File: src/rtl/core/assert_macros.svh
// shared assertion macros
`ifndef ASSERT_MACROS_SVH
`define ASSERT_MACROS_SVH

// property must hold at every rising clock edge out of reset
`define LCDC_ASSERT(lbl, clk, rst_n, prop, msg) \
  lbl: assert property (@(posedge clk) disable iff (!rst_n) (prop)) else $error(msg);

// condition must never be seen out of reset
`define LCDC_NEVER(lbl, clk, rst_n, cond, msg) \
  lbl: assert property (@(posedge clk) disable iff (!rst_n) !(cond)) else $error(msg);

`endif

File: src/rtl/core/lcdc_pkg.sv
`default_nettype none

package lcdc_pkg;

  typedef enum logic [1:0] {
    REQ_CMD  = 2'd0,
    REQ_WR   = 2'd1,
    REQ_RD   = 2'd2,
    REQ_STAT = 2'd3
  } req_e;

  typedef enum logic [1:0] {
    PEND_NONE      = 2'd0,
    PEND_CONTRAST  = 2'd1,
    PEND_INDICATOR = 2'd2
  } pend_e;

  localparam logic [7:0] MASK_PAIR = 8'hFE;
  localparam logic [7:0] MASK_NIB  = 8'hF0;
  localparam logic [7:0] MASK_TOP2 = 8'hC0;
  localparam logic [7:0] MASK_TOP5 = 8'hF8;

  localparam logic [7:0] CMD_DISPLAY   = 8'hAE;
  localparam logic [7:0] CMD_START     = 8'h40;
  localparam logic [7:0] CMD_CONTRAST  = 8'h81;
  localparam logic [7:0] CMD_PAGE      = 8'hB0;
  localparam logic [7:0] CMD_COL_HI    = 8'h10;
  localparam logic [7:0] CMD_COL_LO    = 8'h00;
  localparam logic [7:0] CMD_ADC       = 8'hA0;
  localparam logic [7:0] CMD_REVERSE   = 8'hA6;
  localparam logic [7:0] CMD_ALL_ON    = 8'hA4;
  localparam logic [7:0] CMD_BIAS      = 8'hA2;
  localparam logic [7:0] CMD_SHL       = 8'hC0;
  localparam logic [7:0] CMD_POWER     = 8'h28;
  localparam logic [7:0] CMD_REGULATOR = 8'h20;
  localparam logic [7:0] CMD_INDICATOR = 8'hAC;
  localparam logic [7:0] CMD_RMW       = 8'hE0;
  localparam logic [7:0] CMD_RMW_END   = 8'hEE;
  localparam logic [7:0] CMD_RESET     = 8'hE2;

  typedef struct packed {
    logic       display_on;
    logic [5:0] start_line;
    logic       reverse_video;
    logic       all_pixels_on;
    logic       segment_reverse;
    logic       common_reverse;
    logic       bias_select;
    logic [2:0] power_bits;
    logic [2:0] regulator_ratio;
    logic [5:0] contrast;
    logic [2:0] indicator;
  } settings_t;

  localparam settings_t SETTINGS_RST = '{
    display_on:      1'b0,
    start_line:      6'd0,
    reverse_video:   1'b0,
    all_pixels_on:   1'b0,
    segment_reverse: 1'b0,
    common_reverse:  1'b0,
    bias_select:     1'b0,
    power_bits:      3'd0,
    regulator_ratio: 3'd0,
    contrast:        6'd32,
    indicator:       3'd0
  };

  typedef struct packed {
    logic ram_wr;
    logic ram_rd;
    logic latch_clr;
  } ctl_t;

endpackage

`default_nettype wire

File: src/rtl/core/lcdc_regs.sv
`default_nettype none

module lcdc_regs #(
  parameter int unsigned PAGES   = 8,
  parameter int unsigned COLUMNS = 128
) (
  input  wire logic                                 clk_i,
  input  wire logic                                 rst_ni,
  input  wire logic                                 step_i,
  input  wire logic [1:0]                           req_type_i,
  input  wire logic [7:0]                           bus_data_i,
  output      lcdc_pkg::settings_t                  settings_o,
  output      lcdc_pkg::settings_t                  settings_nxt_o,
  output      lcdc_pkg::ctl_t                       ctl_o,
  output      logic [$clog2(PAGES*COLUMNS)-1:0]     addr_o
);

  import lcdc_pkg::*;

  `include "assert_macros.svh"

  localparam int unsigned AddrW = $clog2(PAGES*COLUMNS);

  settings_t   set_q, set_d;
  logic [3:0]  page_q, page_d;
  logic [7:0]  col_q, col_d;
  logic [7:0]  saved_q, saved_d;
  logic        mod_q, mod_d;
  pend_e       pend_q, pend_d;
  logic [3:0]  page_eff;
  logic [7:0]  col_eff;
  logic        col_last;
  logic [7:0]  b;

  assign b = bus_data_i;

  // out-of-range addresses act as the last page or column
  assign page_eff = ({1'b0, page_q} >= 5'(PAGES)) ? 4'(PAGES - 1) : page_q;
  assign col_eff  = ({1'b0, col_q} >= 9'(COLUMNS)) ? 8'(COLUMNS - 1) : col_q;
  assign col_last = {1'b0, col_q} >= 9'(COLUMNS - 1);
  assign addr_o   = AddrW'(32'(page_eff) * 32'(COLUMNS) + 32'(col_eff));

  always_comb begin
    set_d   = set_q;
    page_d  = page_q;
    col_d   = col_q;
    saved_d = saved_q;
    mod_d   = mod_q;
    pend_d  = pend_q;
    ctl_o   = '0;
    if (step_i) begin
      case (req_type_i)
        REQ_CMD: begin
          if (pend_q == PEND_CONTRAST) begin
            set_d.contrast = b[5:0];
            pend_d = PEND_NONE;
          end else if (pend_q != PEND_NONE) begin
            set_d.indicator = {set_q.indicator[2], b[1:0]};
            pend_d = PEND_NONE;
          end else if ((b & MASK_PAIR) == CMD_DISPLAY) begin
            set_d.display_on = b[0];
          end else if ((b & MASK_TOP2) == CMD_START) begin
            set_d.start_line = b[5:0];
          end else if (b == CMD_CONTRAST) begin
            pend_d = PEND_CONTRAST;
          end else if ((b & MASK_NIB) == CMD_PAGE) begin
            page_d = b[3:0];
          end else if ((b & MASK_NIB) == CMD_COL_HI) begin
            col_d = {b[3:0], col_q[3:0]};
          end else if ((b & MASK_NIB) == CMD_COL_LO) begin
            col_d = {col_q[7:4], b[3:0]};
          end else if ((b & MASK_PAIR) == CMD_ADC) begin
            set_d.segment_reverse = b[0];
          end else if ((b & MASK_PAIR) == CMD_REVERSE) begin
            set_d.reverse_video = b[0];
          end else if ((b & MASK_PAIR) == CMD_ALL_ON) begin
            set_d.all_pixels_on = b[0];
          end else if ((b & MASK_PAIR) == CMD_BIAS) begin
            set_d.bias_select = b[0];
          end else if ((b & MASK_NIB) == CMD_SHL) begin
            set_d.common_reverse = b[3];
          end else if ((b & MASK_TOP5) == CMD_POWER) begin
            set_d.power_bits = b[2:0];
          end else if ((b & MASK_TOP5) == CMD_REGULATOR) begin
            set_d.regulator_ratio = b[2:0];
          end else if ((b & MASK_PAIR) == CMD_INDICATOR) begin
            set_d.indicator = {b[0], set_q.indicator[1:0]};
            pend_d = PEND_INDICATOR;
          end else if (b == CMD_RMW) begin
            mod_d   = 1'b1;
            saved_d = col_q;
          end else if (b == CMD_RMW_END) begin
            mod_d = 1'b0;
            col_d = saved_q;
          end else if (b == CMD_RESET) begin
            set_d   = SETTINGS_RST;
            page_d  = '0;
            col_d   = '0;
            saved_d = '0;
            mod_d   = 1'b0;
            pend_d  = PEND_NONE;
            ctl_o.latch_clr = 1'b1;
          end
        end
        REQ_WR: begin
          ctl_o.ram_wr = 1'b1;
          if (!col_last) begin
            col_d = col_q + 8'd1;
          end
        end
        REQ_RD: begin
          ctl_o.ram_rd = 1'b1;
          if (!mod_q && !col_last) begin
            col_d = col_q + 8'd1;
          end
        end
        default: begin
        end
      endcase
    end
  end

  always_ff @(posedge clk_i or negedge rst_ni) begin
    if (!rst_ni) begin
      set_q   <= SETTINGS_RST;
      page_q  <= '0;
      col_q   <= '0;
      saved_q <= '0;
      mod_q   <= 1'b0;
      pend_q  <= PEND_NONE;
    end else begin
      set_q   <= set_d;
      page_q  <= page_d;
      col_q   <= col_d;
      saved_q <= saved_d;
      mod_q   <= mod_d;
      pend_q  <= pend_d;
    end
  end

  assign settings_o     = set_q;
  assign settings_nxt_o = set_d;

  `LCDC_ASSERT(a_pend_once, clk_i, rst_ni, (step_i && req_type_i == REQ_CMD && pend_q != PEND_NONE) |=> (pend_q == PEND_NONE), "operand byte left a command pending")
  `LCDC_ASSERT(a_rmw_hold, clk_i, rst_ni, (step_i && req_type_i == REQ_RD && mod_q) |=> $stable(col_q), "column moved on a read in modify-read")
  `LCDC_ASSERT(a_col_sat, clk_i, rst_ni, (step_i && req_type_i == REQ_WR && col_last) |=> $stable(col_q), "column moved past the last column")

endmodule

`default_nettype wire

File: config.mk
export PLATFORM = sky130hd
export DESIGN_NAME = lcdc_regs
export DESIGN_NICKNAME = d
export VERILOG_FILES = /design/src/rtl/core/lcdc_pkg.sv /design/src/rtl/core/lcdc_regs.sv
export VERILOG_INCLUDE_DIRS = /design/src /design/src/rtl/core
export SDC_FILE = /design/constraint.sdc
export NUM_CORES = 1
export LEC_CHECK = 0
export ABC_CLOCK_PERIOD_IN_PS = 2300
export BUFFER_PORTS_ARGS = -buffer_cell sky130_fd_sc_hd__buf_2
export CORE_MARGIN = 1
export CORE_UTILIZATION = 30
export CTS_BUF_LIST = sky130_fd_sc_hd__clkbuf_2
export CTS_CLUSTER_DIAMETER = 120
export CTS_CLUSTER_SIZE = 40
export DETAILED_ROUTE_END_ITERATION = 7
export PLACE_DENSITY = 0.57
export SLEW_MARGIN = 20
export SYNTH_ARGS = -nofsm -noshare
export SYNTH_HDL_FRONTEND = slang
export SYNTH_SLANG_ARGS = --single-unit
File: constraint.sdc
create_clock -name clk_i -period 2.3 [get_ports clk_i]
set_input_delay 0.23 -clock clk_i [delete_from_list [all_inputs] [get_ports clk_i]]
set_output_delay 0.23 -clock clk_i [all_outputs]
set_load 0.03 [all_outputs]
==> flow_results.org, run 1 <==
** Run status
- Result of the run :: finished with violations
- The checks that failed: setup timing.

** Clock network
- TritonCTS clock tree :: yes
- CTS built an H-tree with a depth of 2.
- The clock drives 50 sinks.
- In this run the deepest clock path goes through 2 buffers.
- Register clock-pin slew on the reported worst setup and hold paths :: 0.26 ns
- Root Buffer Master :: sky130_fd_sc_hd__clkbuf_2
- Latest clock arrival within the worst-skew pair :: 0.44 ns
- Buffers inserted during clock tree synthesis total 5.

** Power and ir drop
- Register share of total power :: 44.3%
- Across the VDD grid, the largest voltage drop is 0.000255 V.
- Net switching is 41.7% of the power.
- The internal portion of the total power is 1.48 mW.
- Dividing total power by cell area gives a power density of 627 nW/um^2.
- The analysis attributes to cell leakage a power of 2.00 nW.
- Summed over all nets, the switching power comes to 1.06 mW.
- Combinational cells account for 42.1% of the total power.
- Per report_power, the clock group accounts for 13.6% of the total.

** Logic synthesis
- Summed over its instances, the top area cell type makes up 40.6% of the synthesized netlist area.
- Post-synth top flop :: sky130_fd_sc_hd__dfrtp_1
- Top cell type by total area after synthesis :: sky130_fd_sc_hd__dfrtp_1
- Synthesis produced a netlist with a net count of 329.
- Post-synthesis sequential area ratio :: 41.5%
- Cell types with the largest area share after synthesis :: sky130_fd_sc_hd__dfrtp_1 (41%), sky130_fd_sc_hd__a22o_1 (4.9%), sky130_fd_sc_hd__ha_1 (3.3%)
- Of all flip-flops after synthesis, the portion carrying an async set or reset was 100%.
- Count of warnings emitted by yosys :: 0
- Post-Syn Instances :: 308
- Count of flip-flops with a built-in enable after synthesis :: 0
- Flip-flop and latch count after synthesis :: 50
- After synthesis, the mean cell area works out to 9.80 um^2.
- Cell area after synthesis :: 3020 um^2
- Post-synthesis cell type count :: 66

** GRT
- After global routing the overflow that remains totals 0.
- Entering global routing, the biggest net connects 27 pins.
- Initial antenna violation count :: 1
- Across every metal layer, demand over resource in global routing totals 18.5%.
- The number of global-route vias before repair was 2796.
- Global-route wire length before repair :: 14900 um

** Placed design
- Port Buffers :: 79
- Post-place setup slack :: 0.0737 ns
- Sum of net half-perimeters after detailed placement :: 6740 um
- Global placer's final weighted congestion :: 0.804

** Detailed routing
- DRT antenna net count :: 0
- Routed WL :: 9200 um
- Using the TritonRoute via totals, the vias-per-cell ratio works out to 5.30.
- The routed layout has 2926 vias.
- Post-DR wirelength/cell :: 16.7 um
- For this block, the initial DRC count from the detailed router was 175.
- DRC violation count after routing :: 0
- The first detailed-routing pass took 5 iterations.

** Timing
- Final setup slack of the worst path :: -0.205 ns
- In the finished design, the share of the clock period the worst path needs comes to 109%.
- RSZ-0062 raised after global routing :: true
- Number of max-slew violations in the final report :: 0
- Transition at the pin with the smallest max-transition slack :: 0.590 ns
- Fin Clk Skew :: 0.0374 ns
- Final min period :: 2.51 ns
- Setup TNS :: -1.37 ns
- Hold Fails Final Rpt :: 0
- Measured against its own limit, the worst slew margin works out to 60.7%.
- Static timing analysis puts the maximum clock frequency at 399 MHz.
- Setup violations remaining at the end of the flow were counted as 11.

** Flow run
- The tool flagged a number of max-cap violations equal to 0.

** Cells and area
- Most common cell after layout, fill and taps aside :: sky130_fd_sc_hd__buf_2
- Fraction of final layout cells with drive strength greater than 1 :: 38.1%
- In the final layout, the multi-input gates occupy 1700 um^2.
- Storage cell area :: 1250 um^2
- Area growth from synthesis to final layout :: 34.4%
- Number of filler instances in the final layout :: 992
- Count of nets after finishing :: 437
- Commonest cells after routing, fill and taps aside :: sky130_fd_sc_hd__buf_2 (62), sky130_fd_sc_hd__dfrtp_1 (49), sky130_fd_sc_hd__buf_4 (39)

** Critical path
- The critical path goes through and4bb_2 -> and2_4 -> o2111ai_4 -> buf_6 -> nand3b_1 -> a22o_1 -> buf_6.
- STA classifies the critical path startpoint as a flop.
- Most frequent cell on the critical path :: sky130_fd_sc_hd__buf_6
- The slowest stage of the critical path belongs to the cell sky130_fd_sc_hd__dfrtp_1.
- For the worst setup path, the data arrival time is 2.28 ns.
- In this design, the stage delay of the slowest critical-path cell is 0.44 ns.
- For the worst setup path, the data required time is 2.07 ns.
- STA classifies the critical path endpoint as an output pin.
- Along the worst path, the maximum fanout reaches 4.
- The critical path is of the reg2out type.

** Die
- In this run the horizontal extent of the chip is 102 um.
- Starting density of the core :: 30.9%
- Area enclosed by the die boundary :: 10500 um^2
- The floorplan has 36 rows.
- Core Box Area :: 9770 um^2
- Number of top-level pins :: 80
- The die is 102 um tall.

** Min path
- The tightest min-delay check is of the in2reg type.
## critical path: cells and delay by family, from the launching register on
family / cells / cell delay (ns)
simple gates: 3 / 0.67
flops: 1 / 0.44
buf+inv: 2 / 0.31
compound gates: 2 / 0.40
## cell usage after synthesis (4+ instances only)
| cell type | n |
|---|---|
| sky130_fd_sc_hd__a31oi_1 | 9 |
| sky130_fd_sc_hd__buf_2 | 4 |
| sky130_fd_sc_hd__a21oi_1 | 6 |
| sky130_fd_sc_hd__ha_1 | 8 |
| sky130_fd_sc_hd__mux2_1 | 8 |
| sky130_fd_sc_hd__nor2_1 | 14 |
| sky130_fd_sc_hd__dfrtp_1 | 49 |
| sky130_fd_sc_hd__or2_2 | 7 |
| sky130_fd_sc_hd__clkbuf_1 | 14 |
| sky130_fd_sc_hd__nor2b_1 | 12 |
| sky130_fd_sc_hd__and2_1 | 9 |
| sky130_fd_sc_hd__inv_1 | 13 |
| sky130_fd_sc_hd__nand2b_1 | 5 |
| sky130_fd_sc_hd__o21ai_0 | 11 |
| sky130_fd_sc_hd__nand2_1 | 24 |
| sky130_fd_sc_hd__a22o_1 | 17 |
| sky130_fd_sc_hd__a32o_1 | 6 |
| sky130_fd_sc_hd__and4_1 | 4 |
| sky130_fd_sc_hd__a221o_1 | 4 |
| sky130_fd_sc_hd__nand3_1 | 11 |
## power groups by stage
stage	registers, mW	logic, mW	clock network [mW]
final	1.13	1.07	0.346
after CTS	1.13	1.04	0.362
after floorplan	1.17	0.668	0
after global placement	1.14	1.00	0
after global routing	1.15	1.16	0.407
after detailed placement	1.14	1.01	0
## logic make-up (layout without fill, tap and decap cells)
family	after synthesis	after routing	share of synthesized area, %
AND/OR/NAND/NOR	106	106	20.2
AO/OA/AOI/OAI	98	98	26.3
flip-flops	50	50	41.5
buffers and inverters	34	143	4.52
multiplexers	9	9	3.48
adder cells (fa/ha/maj)	8	8	3.32
XOR/XNOR	2	2	0.580
other	1	3	0.124
## stage by stage
stage,power (mW),hold slack [ns],cell area (um^2),util [%],cells
finish,2.55,0.180,4060,41.5,552
CTS,2.53,0.161,3990,40.8,549
global route,2.72,0.144,4050,41.5,551
floorplan,1.83,-0.0656,3020,-,308
global placement,2.15,0.266,3780,38.6,535
detailed placement,2.16,0.270,3780,38.6,535
## sequential cells by signal, summed over array words and instances (netlist names)
| register | count |
|---|---|
| saved_q | 8 |
| page_q | 4 |
| col_q | 8 |
| settings_o | 27 |
| pend_q | 2 |
| mod_q | 1 |
## final cells by class
type	instances	area share [%]
clock buffer	5	0.617
sequential	50	30.9
clock inverter	3	0.278
timing repair buffer	122	20.9
multi-input combinational	224	41.9
antenna	2	0.123
tap	133	4.10
inverter	13	1.20
## path summary, 6_finish.rpt
kind	startpoint	to	slack, ns	depth (start not counted)
min	bus_data_i[1]	settings_o[4]	0.18	2
max	pend_q[0]	settings_nxt_o[9]	-0.21	7
max reg2reg	pend_q[0]	saved_q[3]	0.09	9
max in group asynchronous	rst_ni	col_q[0]	1.46	3
min reg2reg	settings_o[8]	settings_o[8]	0.51	2
min in group asynchronous	rst_ni	settings_o[7]	0.29	2
## repair_timing
action / in CTS / in global routing
resized for setup: 38 / 24
endpoints found under the hold margin: 23 / 0
hold buffers: 1 / 0
pin swaps: 7 / 3
setup buffers: 5 / 2
endpoints found under the setup margin: 19 / 22
## per-layer routing
layer  routed length [um]  GRT usage (%)  vias up
li1                     -              -     1378
met1                 4430           27.2     1438
met2                 4180           28.1      103
met3                  496           2.87        7
met4                   95           5.05        0
met5                    0              0        -
No activity file was read; power rests on OpenSTA's default activity.
==> inputs of run 2 (changes only) <==
--- a/config.mk
+++ b/config.mk
@@ -7,8 +7,7 @@
 export NUM_CORES = 1
 export LEC_CHECK = 0
 export ABC_CLOCK_PERIOD_IN_PS = 2300
-export BUFFER_PORTS_ARGS = -buffer_cell sky130_fd_sc_hd__buf_2
-export CORE_MARGIN = 1
+export BUFFER_PORTS_ARGS = -buffer_cell sky130_fd_sc_hd__buf_4
 export CORE_UTILIZATION = 30
 export CTS_BUF_LIST = sky130_fd_sc_hd__clkbuf_2
 export CTS_CLUSTER_DIAMETER = 120
==> run 2 against run 1 <==
Compared with the run above:
- the flow still finishes with violations (setup timing)
- clock skew is 0.013 ns lower
- combinational power is 6% higher
- global-route usage is 0.97 points lower
- power is 3.1% higher
- wire length is 3.3% lower
- sequential share of layout area is 0.81 points lower
- first-iteration DRC count is 15% lower
- flip-flop and latch count stayed put
- cell area is 2.7% higher
- register-to-register slack better by 0.21 ns
- critical endpoint is now settings_nxt_o[11]
==> flow_results.org, run 2 (same netlist as run 1, synthesis figures left out) <==
** Min path
- WHS Endpoint :: page_q[2]
- In this run the most critical hold path is launched from bus_data_i[2].
- Worst Hold Depth :: 3 (+1)
- Worst hold-check path type :: in2reg

** Critical path
- WS Path Type :: reg2out
- Register-to-register setup slack :: 0.30 ns (+0.21 ns)
- Cell count of the worst reg-to-reg path :: 7 (-2)
- The worst register-to-register path begins at pend_q[1].
- Critical path endpoint category :: output pin
- The worst setup path is launched from a flop.
- Data arrival time at the worst-slack endpoint :: 2.29 ns (about the same)
- In this run the critical register-to-register path is captured at saved_q[1].
- The required time of the critical path came to 2.07 ns (about the same).
- The maximum fanout along the worst path was 6 (+2).

** Clock network
- TritonCTS clock tree :: yes
- Sinks on Clock Net :: 50 (unchanged)
- The number of buffers on the longest clock path is 2 (unchanged).
- CTS H-tree lvls :: 2 (unchanged)
- Root Buffer Master :: sky130_fd_sc_hd__clkbuf_2
- Inserted Clock Buffers :: 5 (unchanged)
- Latest clock arrival within the worst-skew pair :: 0.43 ns (about the same)
- The post-CTS clock slew at the launch and capture registers of the worst setup and hold paths came to 0.26 ns (about the same).

** Timing
- Setup-violating endpoint count in the final report :: 12 (+1)
- The minimum period implied by the final worst setup slack came to 2.52 ns (+0.0138 ns).
- Setup repair after global routing could not meet its margin everywhere.
- The number of max-slew violations in the final report came to 0 (unchanged).
- The maximum frequency from static timing analysis is 397 MHz (-0.55%).
- The worst hold margin was 0.0655 ns (-0.115 ns).
- Final setup slack of the worst path :: -0.219 ns (-0.0138 ns)
- The worst clock skew was 0.0239 ns (-0.0135 ns).
- Final Cycle Share :: 110% (+0.60 points)
- Rel. slew slack :: 56.0% (-4.7 points)
- The number of failing hold endpoints at the final stage was 0 (unchanged).
- The pin slew with the least headroom to its limit was 0.660 ns (+0.0704 ns).

** Power and ir drop
- Leakage power figure :: 2.01 nW (+0.43%)
- The worst IR drop on VDD is 0.000210 V (-18%).
- The ratio of total power to cell area was 630 nW/um^2 (+0.42%).
- The overall power is 2.62 mW (+3.1%).

** GRT
- The pin count of the biggest net entering global routing is 51 (+89%).
- Initial antenna violation count :: 1 (unchanged)
- GRT Util Overall :: 17.6% (-0.97 points)
- Global-route wire length before repair :: 14200 um (-4.9%)
- Via count of the first global-routing pass :: 2664 (-4.7%)
- Overflow after GRT :: 0 (unchanged)

** Cells and area
- Non-filler cells, final :: 544 (-1.4%)
- The flip-flop count of the largest register after layout came to 27 (unchanged).
- The net count reported at finish was 430 (-1.6%).
- The total of fill cells in the finished design was 965 (-2.7%).
- The library cells used most frequently in the layout, excluding fill and tap cells, are sky130_fd_sc_hd__buf_4 (92), sky130_fd_sc_hd__dfrtp_1 (49), sky130_fd_sc_hd__nand2_1 (23).
- Most common cell after layout, fill and taps aside :: sky130_fd_sc_hd__buf_4
- Fraction of final layout cells with drive strength greater than 1 :: 37.6% (-0.57 points)
- Post-Layout Inst Area :: 4170 um^2 (+2.7%)
- Relative to the synthesized area, the layout overhead comes to 38.0%.

** Die
- The placeable core area is 9770 um^2 (unchanged).
- The chip width was 102 um (unchanged).
- Num rows :: 36 (unchanged)
- Number of top-level pins :: 80 (unchanged)
- The vertical die dimension came to 102 um (unchanged).
- Area enclosed by the die boundary :: 10500 um^2 (unchanged)
- Starting density of the core :: 30.9% (unchanged)

** Detailed routing
- The detail-routed net length per standard cell is 16.4 um (-1.9%).
- The detailed-route wire length came to 8900 um (-3.3%).
- Vias per inst :: 5.21 (-1.8%)
- The initial DRC count was 149 (-15%).
- Total iterations of the first detailed-routing run :: 4 (-1)
- DRT antenna net count :: 0 (unchanged)
- DRC violation count after routing :: 0 (unchanged)
- The count of vias placed by the detailed router is 2833 (-3.2%).

** Run status
- Result of the run :: finished with violations
- Violations in the final reports :: setup timing

** Flow run
- The number of maximum-capacitance constraint violations was 0 (unchanged).

** Placed design
- The placed wire-length estimate came to 6400 um (-5.0%).
- The placed instance area is 3890 um^2 (+3.0%).
- Port Buffers :: 79 (unchanged)
- Global placer's final weighted congestion :: 0.817 (+1.5%)
- Placed cell count :: 524 (-2.1%)
## run 2: changes by cell type in the layout (fill, tap and decap cells not counted), moves of 2 or more
cell and delta:
sky130_fd_sc_hd__buf_2 -62, sky130_fd_sc_hd__buf_4 +53, sky130_fd_sc_hd__buf_6 +2, sky130_fd_sc_hd__clkinv_1 -2
## run 2: where the power goes
group          total, mW  leakage [nW]  internal (mW)  switching (mW)
registers           1.13         0.644          0.995           0.137
logic               1.13          1.33          0.485           0.645
clock network      0.362        0.0304         0.0748           0.288
## run 2: worst max-delay path by stage
stage | startpoint | to | slack [ns]
final | pend_q[1] | settings_nxt_o[11] | -0.22
after global routing | pend_q[0] | settings_nxt_o[11] | -0.35
after CTS | pend_q[0] | settings_nxt_o[10] | -0.24
after detailed placement | req_type_i[1] | settings_nxt_o[2] | 0.05
after global placement | req_type_i[0] | settings_nxt_o[2] | 0.06
after floorplan | pend_q[1] | settings_nxt_o[2] | 0.14
## run 2: cell type report
| class | instances | area, um^2 | share of cell area [%] |
|---|---|---|---|
| Clock buffer | 6 | 30.0 | 0.721 |
| Clock inverter | 2 | 8.76 | 0.210 |
| Timing Repair Buffer | 115 | 957 | 23.0 |
| Tap cell | 133 | 166 | 4.00 |
| Sequential cell | 50 | 1250 | 30.1 |
| Antenna cell | 1 | 2.50 | 0.0601 |
| Inverter | 13 | 48.8 | 1.17 |
| Multi-Input combinational cell | 224 | 1700 | 40.8 |
## run 2: metrics by stage
step / TNS [ns] / utilization, % / setup WS [ns]
after floorplan: 0 / - / 0.136
after global placement: 0 / 39.8 / 0.0561
after detailed placement: 0 / 39.8 / 0.0511
after CTS: -2.06 / 41.1 / -0.239
after global routing: -3.70 / 42.6 / -0.349
final: -1.80 / 42.6 / -0.219
## run 2: what timing repair did
| item | CTS | global route |
|---|---|---|
| hold buffers | 1 | 0 |
| endpoints found under the setup margin | 19 | 19 |
| cloned | 0 | 0 |
| gates resized for setup | 14 | 26 |
| buffers inserted | 3 | 8 |
| pin swaps | 4 | 10 |
| endpoints found under the hold margin | 49 | 0 |
## run 2: worst max-delay path, stage by stage, from the launching register on
cell and delay, ns:
sky130_fd_sc_hd__dfrtp_1 0.44, sky130_fd_sc_hd__and4bb_1 0.32, sky130_fd_sc_hd__and2_4 0.17, sky130_fd_sc_hd__o2111ai_4 0.15, sky130_fd_sc_hd__buf_6 0.16, sky130_fd_sc_hd__nand3b_1 0.20
sky130_fd_sc_hd__a22o_1 0.26, sky130_fd_sc_hd__buf_6 0.15
## run 2: layer usage
metal | up-vias | GRT usage (%) | share of wire (%)
li1 | 1361 | - | -
met1 | 1385 | 26.0 | 49
met2 | 83 | 26.8 | 45
met3 | 4 | 2.53 | 5.0
met4 | 0 | 4.29 | 0.78
met5 | - | 0 | 0
